--- config.mk ---
export PLATFORM = sky130hd
export DESIGN_NAME = dali_frame_transceiver_core
export DESIGN_NICKNAME = d
export VERILOG_FILES = /design/src/rtl/dalift_pkg.sv /design/src/rtl/dalift_engine.sv /design/src/rtl/dali_frame_transceiver_core.sv
export VERILOG_INCLUDE_DIRS = /design/src /design/src/rtl
export SDC_FILE = /design/constraint.sdc
export NUM_CORES = 1
export LEC_CHECK = 0
export ABC_CLOCK_PERIOD_IN_PS = 9100
export BUFFER_PORTS_ARGS = -buffer_cell sky130_fd_sc_hd__buf_4
export CAP_MARGIN = 30
export CORE_MARGIN = 1.5
export CORE_UTILIZATION = 62
export DETAILED_ROUTE_END_ITERATION = 7
export PLACE_DENSITY = 0.81
export SLEW_MARGIN = 20
export SYNTH_ARGS = -nofsm -noshare
export SYNTH_HDL_FRONTEND = slang
export SYNTH_SLANG_ARGS = --single-unit
--- constraint.sdc ---
create_clock -name clk -period 9.1 [get_ports clk]
set_input_delay 0.455 -clock clk [delete_from_list [all_inputs] [get_ports clk]]
set_output_delay 0.455 -clock clk [all_outputs]
set_load 0.02 [all_outputs]
--- src/rtl/dali_frame_transceiver_core_defines.svh ---
// Assertion macros shared by the transceiver RTL
`ifndef DALI_FRAME_TRANSCEIVER_CORE_DEFINES_SVH
`define DALI_FRAME_TRANSCEIVER_CORE_DEFINES_SVH

// Same-cycle implication, sampled on the rising edge, off during reset
`define DALIFT_ASSERT_NOW(label, clk, rst_n, ante, cons, msg) \
    label: assert property (@(posedge clk) disable iff (!rst_n) (ante) |-> (cons)) \
        else $error(msg);

// Next-cycle implication, sampled on the rising edge, off during reset
`define DALIFT_ASSERT_NEXT(label, clk, rst_n, ante, cons, msg) \
    label: assert property (@(posedge clk) disable iff (!rst_n) (ante) |=> (cons)) \
        else $error(msg);

`endif

--- src/rtl/dalift_pkg.sv ---
package dalift_pkg;

    localparam int COUNT_WIDTH = 24;
    localparam int ANSWER_BITS = 8;
    localparam int HALF_WIDTH  = 16;
    localparam int FRAME_BITS  = 16;
    localparam int STOP_HALVES = 4;
    localparam int DELAY_HALVES = 3;
    localparam int CFG_INDEX_WIDTH = 3;
    localparam int CFG_DATA_WIDTH  = 24;

    localparam logic [CFG_INDEX_WIDTH-1:0] CFG_HALF_BIT   = 3'd0;
    localparam logic [CFG_INDEX_WIDTH-1:0] CFG_TIMEOUT    = 3'd1;
    localparam logic [CFG_INDEX_WIDTH-1:0] CFG_OFFSET     = 3'd2;
    localparam logic [CFG_INDEX_WIDTH-1:0] CFG_GAP        = 3'd3;
    localparam logic [CFG_INDEX_WIDTH-1:0] CFG_INVERT_TX  = 3'd4;
    localparam logic [CFG_INDEX_WIDTH-1:0] CFG_INVERT_RX  = 3'd5;

    typedef enum logic [2:0] {
        PH_IDLE     = 3'd0,
        PH_SEND     = 3'd1,
        PH_STOP     = 3'd2,
        PH_WAIT     = 3'd3,
        PH_DELAY    = 3'd4,
        PH_RECV     = 3'd5,
        PH_GAP      = 3'd6,
        PH_GAP_NONE = 3'd7
    } phase_t;

    typedef struct packed {
        logic [HALF_WIDTH-1:0]  half_bit_ticks;
        logic [COUNT_WIDTH-1:0] answer_timeout_ticks;
        logic [HALF_WIDTH-1:0]  sample_offset_ticks;
        logic [COUNT_WIDTH-1:0] frame_gap_ticks;
        logic                   invert_tx;
        logic                   invert_rx;
    } cfg_t;

    typedef struct packed {
        logic       start_req;
        logic [7:0] first_byte;
        logic [7:0] second_byte;
        logic       expect_answer;
        logic       line_in;
    } item_t;

    typedef struct packed {
        logic                   line_out;
        logic                   busy_res;
        logic                   done_res;
        logic [ANSWER_BITS-1:0] answer;
        logic                   timed_out;
    } res_t;

endpackage

--- src/rtl/dalift_engine.sv ---
module dalift_engine (
    input  logic           clk,
    input  logic           rst_n,
    input  logic           advance,
    input  dalift_pkg::cfg_t  cfg,
    input  dalift_pkg::item_t item,
    output dalift_pkg::res_t  res
);

    localparam int CW = dalift_pkg::COUNT_WIDTH;
    localparam int AB = dalift_pkg::ANSWER_BITS;
    localparam int FB = dalift_pkg::FRAME_BITS;

    dalift_pkg::phase_t phase_reg, phase_next;
    logic [CW-1:0] tick_reg, tick_next;
    logic [4:0]    bit_reg, bit_next;
    logic [FB-1:0] send_reg, send_next;
    logic [AB-1:0] recv_reg, recv_next;
    logic          wanted_reg, wanted_next;
    logic          half_reg, half_next;

    always_ff @(posedge clk or negedge rst_n)
    begin
        if (!rst_n)
        begin
            phase_reg  <= dalift_pkg::PH_IDLE;
            tick_reg   <= '0;
            bit_reg    <= '0;
            send_reg   <= '0;
            recv_reg   <= '0;
            wanted_reg <= 1'b0;
            half_reg   <= 1'b0;
        end
        else if (advance)
        begin
            phase_reg  <= phase_next;
            tick_reg   <= tick_next;
            bit_reg    <= bit_next;
            send_reg   <= send_next;
            recv_reg   <= recv_next;
            wanted_reg <= wanted_next;
            half_reg   <= half_next;
        end
    end

    always_comb
    begin
        logic [CW-1:0] half_len;
        logic [CW-1:0] tick_inc;
        logic          half_end;
        logic          rx;
        logic          send_bit;
        logic          level;
        logic [4:0]    dly_bit;
        logic [CW-1:0] dly_tick;

        rx = item.line_in ^ cfg.invert_rx;
        half_len = (cfg.half_bit_ticks == '0) ? CW'(1) : CW'(cfg.half_bit_ticks);

        phase_next  = phase_reg;
        tick_next   = tick_reg;
        bit_next    = bit_reg;
        send_next   = send_reg;
        recv_next   = recv_reg;
        wanted_next = wanted_reg;
        half_next   = half_reg;

        // a start while idle is loaded and worked in the same tick
        if (phase_reg == dalift_pkg::PH_IDLE && item.start_req)
        begin
            send_next   = {item.first_byte, item.second_byte};
            wanted_next = item.expect_answer;
            recv_next   = '0;
            tick_next   = '0;
            bit_next    = '0;
            half_next   = 1'b0;
            phase_next  = dalift_pkg::PH_SEND;
        end

        tick_inc = tick_next + CW'(1);
        half_end = (tick_inc >= half_len);
        level    = 1'b1;
        send_bit = 1'b1;
        dly_bit  = bit_next;
        dly_tick = tick_inc;

        res.busy_res  = (phase_next != dalift_pkg::PH_IDLE);
        res.done_res  = 1'b0;
        res.answer    = '0;
        res.timed_out = 1'b0;

        unique case (phase_next)
            dalift_pkg::PH_IDLE:
            begin
            end
            dalift_pkg::PH_SEND:
            begin
                if (bit_next != '0)
                begin
                    send_bit = send_next[4'(5'd16 - bit_next)];
                end
                level = half_next ? send_bit : ~send_bit;
                tick_next = half_end ? '0 : tick_inc;
                if (half_end)
                begin
                    if (!half_next)
                    begin
                        half_next = 1'b1;
                    end
                    else
                    begin
                        half_next = 1'b0;
                        if (bit_next >= 5'(FB))
                        begin
                            bit_next   = '0;
                            phase_next = dalift_pkg::PH_STOP;
                        end
                        else
                        begin
                            bit_next = bit_next + 5'd1;
                        end
                    end
                end
            end
            dalift_pkg::PH_STOP:
            begin
                tick_next = half_end ? '0 : tick_inc;
                if (half_end)
                begin
                    if (bit_next + 5'd1 >= 5'(dalift_pkg::STOP_HALVES))
                    begin
                        bit_next = '0;
                        if (wanted_next)
                        begin
                            phase_next = dalift_pkg::PH_WAIT;
                        end
                        else
                        begin
                            res.done_res = 1'b1;
                            phase_next   = dalift_pkg::PH_IDLE;
                        end
                    end
                    else
                    begin
                        bit_next = bit_next + 5'd1;
                    end
                end
            end
            dalift_pkg::PH_WAIT:
            begin
                if (!rx)
                begin
                    tick_next  = '0;
                    bit_next   = '0;
                    phase_next = dalift_pkg::PH_DELAY;
                end
                else if (tick_inc >= cfg.answer_timeout_ticks)
                begin
                    tick_next  = '0;
                    recv_next  = '0;
                    phase_next = dalift_pkg::PH_GAP_NONE;
                end
                else
                begin
                    tick_next = tick_inc;
                end
            end
            dalift_pkg::PH_DELAY:
            begin
                if (dly_bit < 5'(dalift_pkg::DELAY_HALVES) && half_end)
                begin
                    dly_tick = '0;
                    dly_bit  = dly_bit + 5'd1;
                end
                if (dly_bit >= 5'(dalift_pkg::DELAY_HALVES)
                    && dly_tick >= CW'(cfg.sample_offset_ticks))
                begin
                    recv_next  = AB'(rx);
                    bit_next   = 5'd1;
                    half_next  = 1'b0;
                    tick_next  = '0;
                    phase_next = dalift_pkg::PH_RECV;
                end
                else
                begin
                    tick_next = dly_tick;
                    bit_next  = dly_bit;
                end
            end
            dalift_pkg::PH_RECV:
            begin
                tick_next = half_end ? '0 : tick_inc;
                if (half_end)
                begin
                    if (!half_next)
                    begin
                        half_next = 1'b1;
                    end
                    else
                    begin
                        half_next = 1'b0;
                        if (bit_next >= 5'(AB))
                        begin
                            phase_next = dalift_pkg::PH_GAP;
                        end
                        else
                        begin
                            recv_next = {recv_next[AB-2:0], rx};
                            bit_next  = bit_next + 5'd1;
                        end
                    end
                end
            end
            dalift_pkg::PH_GAP,
            dalift_pkg::PH_GAP_NONE:
            begin
                if (tick_next >= cfg.frame_gap_ticks)
                begin
                    res.done_res = 1'b1;
                    if (phase_next == dalift_pkg::PH_GAP)
                    begin
                        res.answer = recv_next;
                    end
                    else
                    begin
                        res.timed_out = 1'b1;
                    end
                    phase_next = dalift_pkg::PH_IDLE;
                    tick_next  = '0;
                end
                else
                begin
                    tick_next = tick_inc;
                end
            end
            default:
            begin
            end
        endcase

        res.line_out = level ^ cfg.invert_tx;
    end

endmodule

--- src/rtl/dali_frame_transceiver_core.sv ---
// channel | direction | handshake         | payload
// in      | input     | in_valid/in_stall | start_req first_byte second_byte expect_answer line_in
// out     | output    | out_valid/out_stall | line_out busy_res done_res answer timed_out
// cfg     | input     | cfg_we            | cfg_index cfg_data
//
// One beat is one bus tick; one result beat follows each input beat in the next cycle.
// A new beat is taken every cycle unless the output stalls; tick logic is combinational.
// Reset idles the engine (bus released, high) and resets cfg but not the result register.
// A stall on the output holds the result register and stalls the input.
`include "dali_frame_transceiver_core_defines.svh"

module dali_frame_transceiver_core (
    input  logic clk,
    input  logic rst_n,

    input  logic       in_valid,
    output logic       in_stall,
    input  logic       start_req,
    input  logic [7:0] first_byte,
    input  logic [7:0] second_byte,
    input  logic       expect_answer,
    input  logic       line_in,

    output logic       out_valid,
    input  logic       out_stall,
    output logic       line_out,
    output logic       busy_res,
    output logic       done_res,
    output logic [dalift_pkg::ANSWER_BITS-1:0] answer,
    output logic       timed_out,

    input  logic                                   cfg_we,
    input  logic [dalift_pkg::CFG_INDEX_WIDTH-1:0] cfg_index,
    input  logic [dalift_pkg::CFG_DATA_WIDTH-1:0]  cfg_data
);

    dalift_pkg::cfg_t  cfg_reg, cfg_next;
    dalift_pkg::item_t item;
    dalift_pkg::res_t  res;
    dalift_pkg::res_t  res_reg;
    logic              out_valid_reg, out_valid_next;
    logic              in_accept;

    assign in_stall  = out_valid_reg & out_stall;
    assign in_accept = in_valid & ~in_stall;

    assign item = '{start_req:     start_req,
                    first_byte:    first_byte,
                    second_byte:   second_byte,
                    expect_answer: expect_answer,
                    line_in:       line_in};

    always_comb
    begin
        cfg_next = cfg_reg;
        if (cfg_we)
        begin
            unique case (cfg_index)
                dalift_pkg::CFG_HALF_BIT:  cfg_next.half_bit_ticks =
                                               cfg_data[dalift_pkg::HALF_WIDTH-1:0];
                dalift_pkg::CFG_TIMEOUT:   cfg_next.answer_timeout_ticks =
                                               cfg_data[dalift_pkg::COUNT_WIDTH-1:0];
                dalift_pkg::CFG_OFFSET:    cfg_next.sample_offset_ticks =
                                               cfg_data[dalift_pkg::HALF_WIDTH-1:0];
                dalift_pkg::CFG_GAP:       cfg_next.frame_gap_ticks =
                                               cfg_data[dalift_pkg::COUNT_WIDTH-1:0];
                dalift_pkg::CFG_INVERT_TX: cfg_next.invert_tx = cfg_data[0];
                dalift_pkg::CFG_INVERT_RX: cfg_next.invert_rx = cfg_data[0];
                default:
                begin
                end
            endcase
        end
    end

    always_ff @(posedge clk or negedge rst_n)
    begin
        if (!rst_n)
        begin
            cfg_reg.half_bit_ticks       <= 16'd417;
            cfg_reg.answer_timeout_ticks <= 24'd30000;
            cfg_reg.sample_offset_ticks  <= 16'd200;
            cfg_reg.frame_gap_ticks      <= 24'd10000;
            cfg_reg.invert_tx            <= 1'b0;
            cfg_reg.invert_rx            <= 1'b0;
        end
        else
        begin
            cfg_reg <= cfg_next;
        end
    end

    dalift_engine u_engine (
        .clk     (clk),
        .rst_n   (rst_n),
        .advance (in_accept),
        .cfg     (cfg_reg),
        .item    (item),
        .res     (res)
    );

    // hold the result beat until taken; refill on the same edge it drains
    assign out_valid_next = in_accept | (out_valid_reg & out_stall);

    always_ff @(posedge clk or negedge rst_n)
    begin
        if (!rst_n)
        begin
            out_valid_reg <= 1'b0;
        end
        else
        begin
            out_valid_reg <= out_valid_next;
        end
    end

    always_ff @(posedge clk)
    begin
        if (in_accept)
        begin
            res_reg <= res;
        end
    end

    assign out_valid = out_valid_reg;
    assign line_out  = res_reg.line_out;
    assign busy_res  = res_reg.busy_res;
    assign done_res  = res_reg.done_res;
    assign answer    = res_reg.answer;
    assign timed_out = res_reg.timed_out;

    `DALIFT_ASSERT_NOW(a_done_busy, clk, rst_n, out_valid && done_res, busy_res, "done without busy")
    `DALIFT_ASSERT_NOW(a_timeout_clean, clk, rst_n, out_valid && timed_out,
        done_res && answer == '0, "timeout beat without done or with an answer")
    `DALIFT_ASSERT_NOW(a_idle_released, clk, rst_n, out_valid && !busy_res,
        line_out == !cfg_reg.invert_tx ^ 1'b0 ^ 1'b0 || line_out == (1'b1 ^ cfg_reg.invert_tx),
        "bus driven while idle")
    `DALIFT_ASSERT_NEXT(a_answer_only_done, clk, rst_n, in_accept,
        done_res || answer == '0, "answer shown outside done")

endmodule

==> results of run 1 <==
## area by class of cell
type                            count  area, µm²  area share
Multi-Input combinational cell    794       5540      0.4906
Sequential cell                   153       3913      0.3464
Timing Repair Buffer               74      571.8     0.05063
Clock buffer                       20      446.7     0.03955
Inverter                          116      435.4     0.03856
Tap cell                          216      270.3     0.02393
Clock inverter                     12      116.4     0.01030
## per-layer routing
layer	vias up	share of wire	GRT usage
met2	304	0.47	0.4929
li1	3987	-	-
met3	40	0.069	0.06230
met4	0	0.018	0.08145
met5	-	0	0
met1	3959	0.44	0.4186
## power by group
part | leakage [nW] | switching (mW) | total (mW) | internal, mW
registers | 1.83 | 0.189 | 1.07 | 0.882
logic | 3.20 | 0.975 | 1.63 | 0.657
clock network | 0.268 | 0.299 | 0.685 | 0.387
total | 5.29 | 1.46 | 3.39 | 1.93
## cells in the final DEF, fill, tap and decap left out, types with 4 or more instances in the layout
| cell type | Yosys | routed |
|---|---|---|
| a31oi_1 | 7 | 7 |
| and4_1 | 5 | 5 |
| nand2_1 | 143 | 143 |
| nor2_1 | 83 | 81 |
| nand2b_1 | 10 | 10 |
| a22o_1 | 7 | 7 |
| a221oi_1 | 6 | 6 |
| edfxtp_1 | 12 | 12 |
| mux2_2 | 46 | 46 |
| clkbuf_16 | 0 | 17 |
| and3_1 | 10 | 10 |
| dfrtp_1 | 122 | 122 |
| nor4_1 | 12 | 11 |
| a211o_1 | 4 | 4 |
| o22ai_1 | 5 | 5 |
| nor2b_1 | 8 | 8 |
| a21o_1 | 14 | 14 |
| nor3_1 | 19 | 19 |
| o211ai_1 | 6 | 6 |
| and2_1 | 22 | 22 |
| a211oi_2 | 7 | 7 |
| a211oi_1 | 11 | 11 |
| dfstp_2 | 19 | 19 |
| a21oi_1 | 49 | 49 |
| nor3_2 | 9 | 9 |
| xor2_1 | 7 | 7 |
| inv_1 | 115 | 115 |
| ha_1 | 84 | 84 |
| nand3_1 | 25 | 25 |
| xnor2_1 | 23 | 23 |
| nand4_1 | 14 | 14 |
| o21ai_0 | 82 | 82 |
| mux2i_1 | 11 | 11 |
| buf_4 | 0 | 72 |
## per-stage QoR
| step | hold slack (ns) | setup WS, ns | util |
|---|---|---|---|
| 2_1_floorplan | 0.1594 | 1.939 | - |
| 3_3_place_gp | 0.4820 | 1.318 | 0.6738 |
| 3_5_place_dp | 0.4915 | 0.9259 | 0.6738 |
| 4_1_cts | 0.06714 | 0.8301 | 0.7093 |
| 5_1_grt | 0.09027 | 0.3267 | 0.7109 |
| 6_report | 0.04225 | 0.6903 | 0.7109 |
## logic make-up after synthesis
group | count (synthesis) | share of synthesized area
adders and majority gates | 84 | 0.1045
muxes | 59 | 0.06692
and+or+nand+nor | 384 | 0.1924
buffers and inverters | 160 | 0.06194
DFF | 153 | 0.3889
AOI/OAI and AO/OA | 237 | 0.1592
xor gates and xnor gates | 30 | 0.02612
## worst max-delay path by stage
stage	start	endpoint	slack, ns	cells after the start
global route	u_engine.phase_reg[2]$_DFFE_PN0P_	u_engine.tick_reg[5]$_DFFE_PN0P_	0.33	27
global placement	u_engine.phase_reg[2]$_DFFE_PN0P_	u_engine.tick_reg[0]$_DFFE_PN0P_	1.32	27
floorplan	start_req	u_engine.tick_reg[10]$_DFFE_PN0P_	1.94	30
detailed placement	u_engine.phase_reg[2]$_DFFE_PN0P_	u_engine.tick_reg[7]$_DFFE_PN0P_	0.93	27
finish	u_engine.phase_reg[2]$_DFFE_PN0P_	u_engine.tick_reg[7]$_DFFE_PN0P_	0.69	27
CTS	u_engine.phase_reg[2]$_DFFE_PN0P_	u_engine.tick_reg[7]$_DFFE_PN0P_	0.83	27
## critical path, delay by kind of cell, from the launching register on
| family | cells | cell delay [ns] |
|---|---|---|
| compound gates | 10 | 3.72 |
| simple gates | 11 | 2.29 |
| fa+ha+maj | 3 | 0.92 |
| flops | 1 | 0.75 |
| buf+inv | 2 | 0.39 |
| xor+xnor | 1 | 0.19 |
==> qor.txt, run 1 <==
Vert. Die Dim - 130.4 µm
Setup crit end kind - flop
Final #Nets - 1291
Yosys reg bits - 153
F_max - 0.1189 GHz
CTS tree - done
Ant. Diodes - 0
Status - finished, final reports clean
Vias in the first global route - 7920
Clock root buffer - clkbuf_16
Distinct cells, synth - 80
Clock Pin Slew Worst Setup and Hold Paths - 0.06 ns
Leakage power - 5.289 nW
Iter 0 DRT Violations - 1045
Peak VDD IR - 192.2 µV
Final std cells w/o fill - 1385
Gpl congestion - 0.9119
DP Area - 10700 µm²
Slowest CP cell - o31ai_1
Syn avg cell area - 9.087 µm²
Total grt overflow - 0
Worst-path fanout max - 24
WL per Instance - 18.09 µm
Via Count - 8290
ANT nets after route - 0
Post-route DRC - 0
Synth Instances - 1107
Number of cells upsized or downsized after cts - 0
Total Wirelength - 25060 µm
Synth area leader - dfrtp_1
Reg2Reg Depth - 27
Min-Delay Path Class - primary input to async pin
Critical path's largest stage delay - 0.77 ns
Syn Nets - 1242
Largest net degree at the start of global routing - 75
PwrDens - 300.0 nW/µm²
Post-synthesis sequential area ratio - 0.3889
Final period util - 0.9241
Synth warn - 0
Layout area overhead - 12.26%
Worst endpoint data arrival time - 8.73 ns
Synth Flop Type - dfrtp_1
Latest clock arrival within the worst-skew pair - 0.43 ns
Share of the synthesized area in the top cell type - 0.3035
Worst slew margin - 0.3887
Port bufs - 64
Vias per cell - 5.986
Post-layout minimum cycle time - 8.410 ns
CTS Hold Bufs - 0
Io pins - 65
Worst Max-Slew Pin Slew - 0.9092 ns
Async S/R FF share, synth - 0.9216
Most frequent CP cell - ha_1
RR Endpoint - u_engine.tick_reg[7]$_DFFE_PN0P_
Pre-antenna DRT Iters - 7
H-Tree Depth - 4
Clock Tree Buf Depth - 2
Rows - 46
Proportion of layout cells with a drive suffix above 1 - 0.1822
Flop2flop setup slack - 0.69 ns
Setup Buffers After CTS - 0
Final hold vios - 0
Max cap viols - 0
Core Area - 15890 µm²
EDFF count, synth - 12
Final-report setup violation count - 0
Final Instance Area - 11290 µm²
Die area - 17000 µm²
TNS Setup - 0 ns
Global-route wire length before repair - 40030 µm
Clock sink count - 153
Fin. max-slew vios - 0
Dpl hpwl - 17980 µm
Most frequent cell after synthesis - nand2_1
Starting density of the core - 0.6333
RSZ-0062 raised after global routing - no
Cts bufs inserted - 17
WS Path Type - flop to flop
Req. time, crit path - 9.42 ns
Total GRT Usage - 0.3039
Die width - 130.4 µm
Synth top cells by count - 143 x nand2_1, 122 x dfrtp_1, 115 x inv_1
Initial antenna violation count - 0
Startpoint class of the critical path - flop
Tot Pwr - 3.388 mW
Synth top area cells - dfrtp_1 30%, ha_1 10%, nand2_1 5.3%, mux2_2 5.1%, dfstp_2 5.0%
Fill count - 1295
Largest register FFs - 82
Mapped Area - 10060 µm²
Placed cells - 1352
Worst Clk Skew - 0.01728 ns
Crit Reg-Reg Startpoint - u_engine.phase_reg[2]$_DFFE_PN0P_
No activity file was read; power rests on OpenSTA's default activity.
==> inputs of run 2 (changes only) <==
--- a/config.mk
+++ b/config.mk
@@ -10,9 +10,8 @@
 export BUFFER_PORTS_ARGS = -buffer_cell sky130_fd_sc_hd__buf_4
 export CAP_MARGIN = 30
 export CORE_MARGIN = 1.5
-export CORE_UTILIZATION = 62
+export CORE_UTILIZATION = 25
 export DETAILED_ROUTE_END_ITERATION = 7
-export PLACE_DENSITY = 0.81
 export SLEW_MARGIN = 20
 export SYNTH_ARGS = -nofsm -noshare
 export SYNTH_HDL_FRONTEND = slang
==> qor.txt, run 2 (synthesis results as in run 1) <==
WS Path Type - flop to flop
WP buf/inv - 2
Layout area overhead - 16.70%
Largest register FFs - 82
Vias per cell - 4.797
Setup crit end kind - flop
Logic gate share of total power - 0.476
F_max - 0.1271 GHz
Final Instance Area - 11740 µm²
PnR worst setup slack - 1.233 ns
Dpl hpwl - 20880 µm
Global-route wire length before repair - 44920 µm
Reg2Reg Depth - 27
Die width - 203.6 µm
Worst Clk Skew - 0.01276 ns
Number of cells upsized or downsized after cts - 0
Total Wirelength - 27570 µm
Cts bufs inserted - 17
Sequential Power Share - 0.312
CTS Hold Bufs - 0
Min-Delay Path Class - primary input to async pin
Latest clock arrival within the worst-skew pair - 0.45 ns
Critical path's largest stage delay - 0.77 ns
Clock root buffer - clkbuf_16
Max cap viols - 0
Tot Pwr - 3.434 mW
Vert. Die Dim - 203.6 µm
Via Count - 8141
Worst-path fanout max - 24
Largest net degree at the start of global routing - 71
Most frequent CP cell - ha_1
Most common cell after layout, fill and taps aside - nand2_1
Post-route DRC - 0
Clock sink count - 153
Initial antenna violation count - 0
Slowest CP cell - dfrtp_1
Req. time, crit path - 9.45 ns
ANT nets after route - 0
Status - finished, final reports clean
RSZ-0062 raised after global routing - no
Final hold vios - 0
Worst Max-Slew Pin Slew - 0.8652 ns
Leakage power - 5.316 nW
Post-layout minimum cycle time - 7.867 ns
Fin. max-slew vios - 0
Net Sw Power - 1.506 mW
Vias in the first global route - 8149
Most frequent cells in the layout - 143 x nand2_1, 122 x dfrtp_1, 115 x inv_1
Proportion of layout cells with a drive suffix above 1 - 0.1853
Rows - 73
Die area - 41450 µm²
Clock power frac - 0.213
PwrDens - 292.5 nW/µm²
Post-Place Worst Slack - 1.122 ns
Core Area - 39730 µm²
Stages on worst setup path - 27
Int Pwr - 1.928 mW
CP delay by family, top - compound AO/OA/AOI/OAI gates
Total GRT Usage - 0.1376
Final #Nets - 1293
CTS tree - done
TNS Setup - 0 ns
Port bufs - 64
Final-report setup violation count - 0
Startpoint class of the critical path - flop
Iter 0 DRT Violations - 565
Worst endpoint data arrival time - 8.22 ns
Starting density of the core - 0.2532
Peak VDD IR - 142.5 µV
Worst hold margin - 0.02373 ns
Switching share of total power - 0.4385
Clock Tree Buf Depth - 2
Final period util - 0.8645
Io pins - 65
Gpl congestion - 0.8632
Setup Buffers After CTS - 0
Pre-antenna DRT Iters - 5
Worst slew margin - 0.4183
WL per Instance - 16.25 µm
DP Area - 11120 µm²
Clock Pin Slew Worst Setup and Hold Paths - 0.08 ns
Total grt overflow - 0
H-Tree Depth - 4
run 2: cell count changes in the layout (fill, tap and decap cells not counted), sizes merged:
cell	change
inv	+5
clkinv	-2
clkbuf	-2
diode	+1
buf	+2
bufinv	-1
run 2: through the flow:
stage	std cells	util
floorplan	1107	-
global placement	1662	0.2793
detailed placement	1663	0.2800
CTS	1695	0.2950
global route	1696	0.2954
finish	1697	0.2955
run 2: cell type report:
cell class              count  area (µm²)
clock buffers              18       450.4
multi-input cells         794        5545
flip-flops and latches    153        3913
fillers                  4197       27990
diodes                      1       2.502
inverters                 116       435.4
repair buffers             76       590.6
well taps                 525       656.9
clock inverters            14       146.4
run 2: final timing paths:
check,endpoint,from,slack (ns)
setup / recovery,u_engine.tick_reg[0]$_DFFE_PN0P_,u_engine.phase_reg[2]$_DFFE_PN0P_,1.23
hold / removal,cfg_reg[30]$_DFFE_PN0P_,rst_n,0.02
setup reg to reg,u_engine.tick_reg[0]$_DFFE_PN0P_,u_engine.phase_reg[2]$_DFFE_PN0P_,1.23
hold reg to reg,u_engine.recv_reg[7]$_DFFE_PN0P_,u_engine.recv_reg[7]$_DFFE_PN0P_,0.50
max in group asynchronous,cfg_reg[33]$_DFFE_PN1P_,rst_n,7.84
min in group clk,out_valid$_DFF_PN0_,in_valid,0.22
run 2: worst register-to-register path, stage by stage (launching register included):
cell and delay (ns):
dfrtp_1 0.77, or4b_1 0.31, and2_1 0.27, ha_1 0.27
nand3_1 0.15, or2_2 0.35, nor4_1 0.30, and4_1 0.26
xnor2_1 0.19, inv_1 0.11, ha_1 0.31, and4_1 0.21
nand2_1 0.07, o31ai_1 0.73, a21oi_1 0.26, a21oi_4 0.31
nor3_1 0.09, ha_1 0.29, a21o_1 0.16, a21o_1 0.17
a221o_1 0.29, a221oi_1 0.61, a2bb2oi_1 0.16, o31a_4 0.35
nor3_4 0.16, nor4b_4 0.07, buf_4 0.26, a211oi_1 0.28
run 2: routing by layer:
| metal | GRT usage | share of wire | vias to the layer above |
|---|---|---|---|
| li1 | - | - | 3993 |
| met1 | 0.1892 | 0.48 | 3931 |
| met2 | 0.2206 | 0.46 | 185 |
| met3 | 0.02141 | 0.038 | 32 |
| met4 | 0.04365 | 0.017 | 0 |
| met5 | 0 | 0 | - |
run 2: power groups by stage:
| stage | logic [mW] | clock network [mW] | registers (mW) |
|---|---|---|---|
| CTS | 1.64 | 0.746 | 1.07 |
| detailed placement | 1.63 | 0 | 1.08 |
| global placement | 1.59 | 0 | 1.07 |
| floorplan | 1.26 | 0 | 0.987 |
| global route | 1.84 | 0.777 | 1.10 |
| finish | 1.63 | 0.730 | 1.07 |
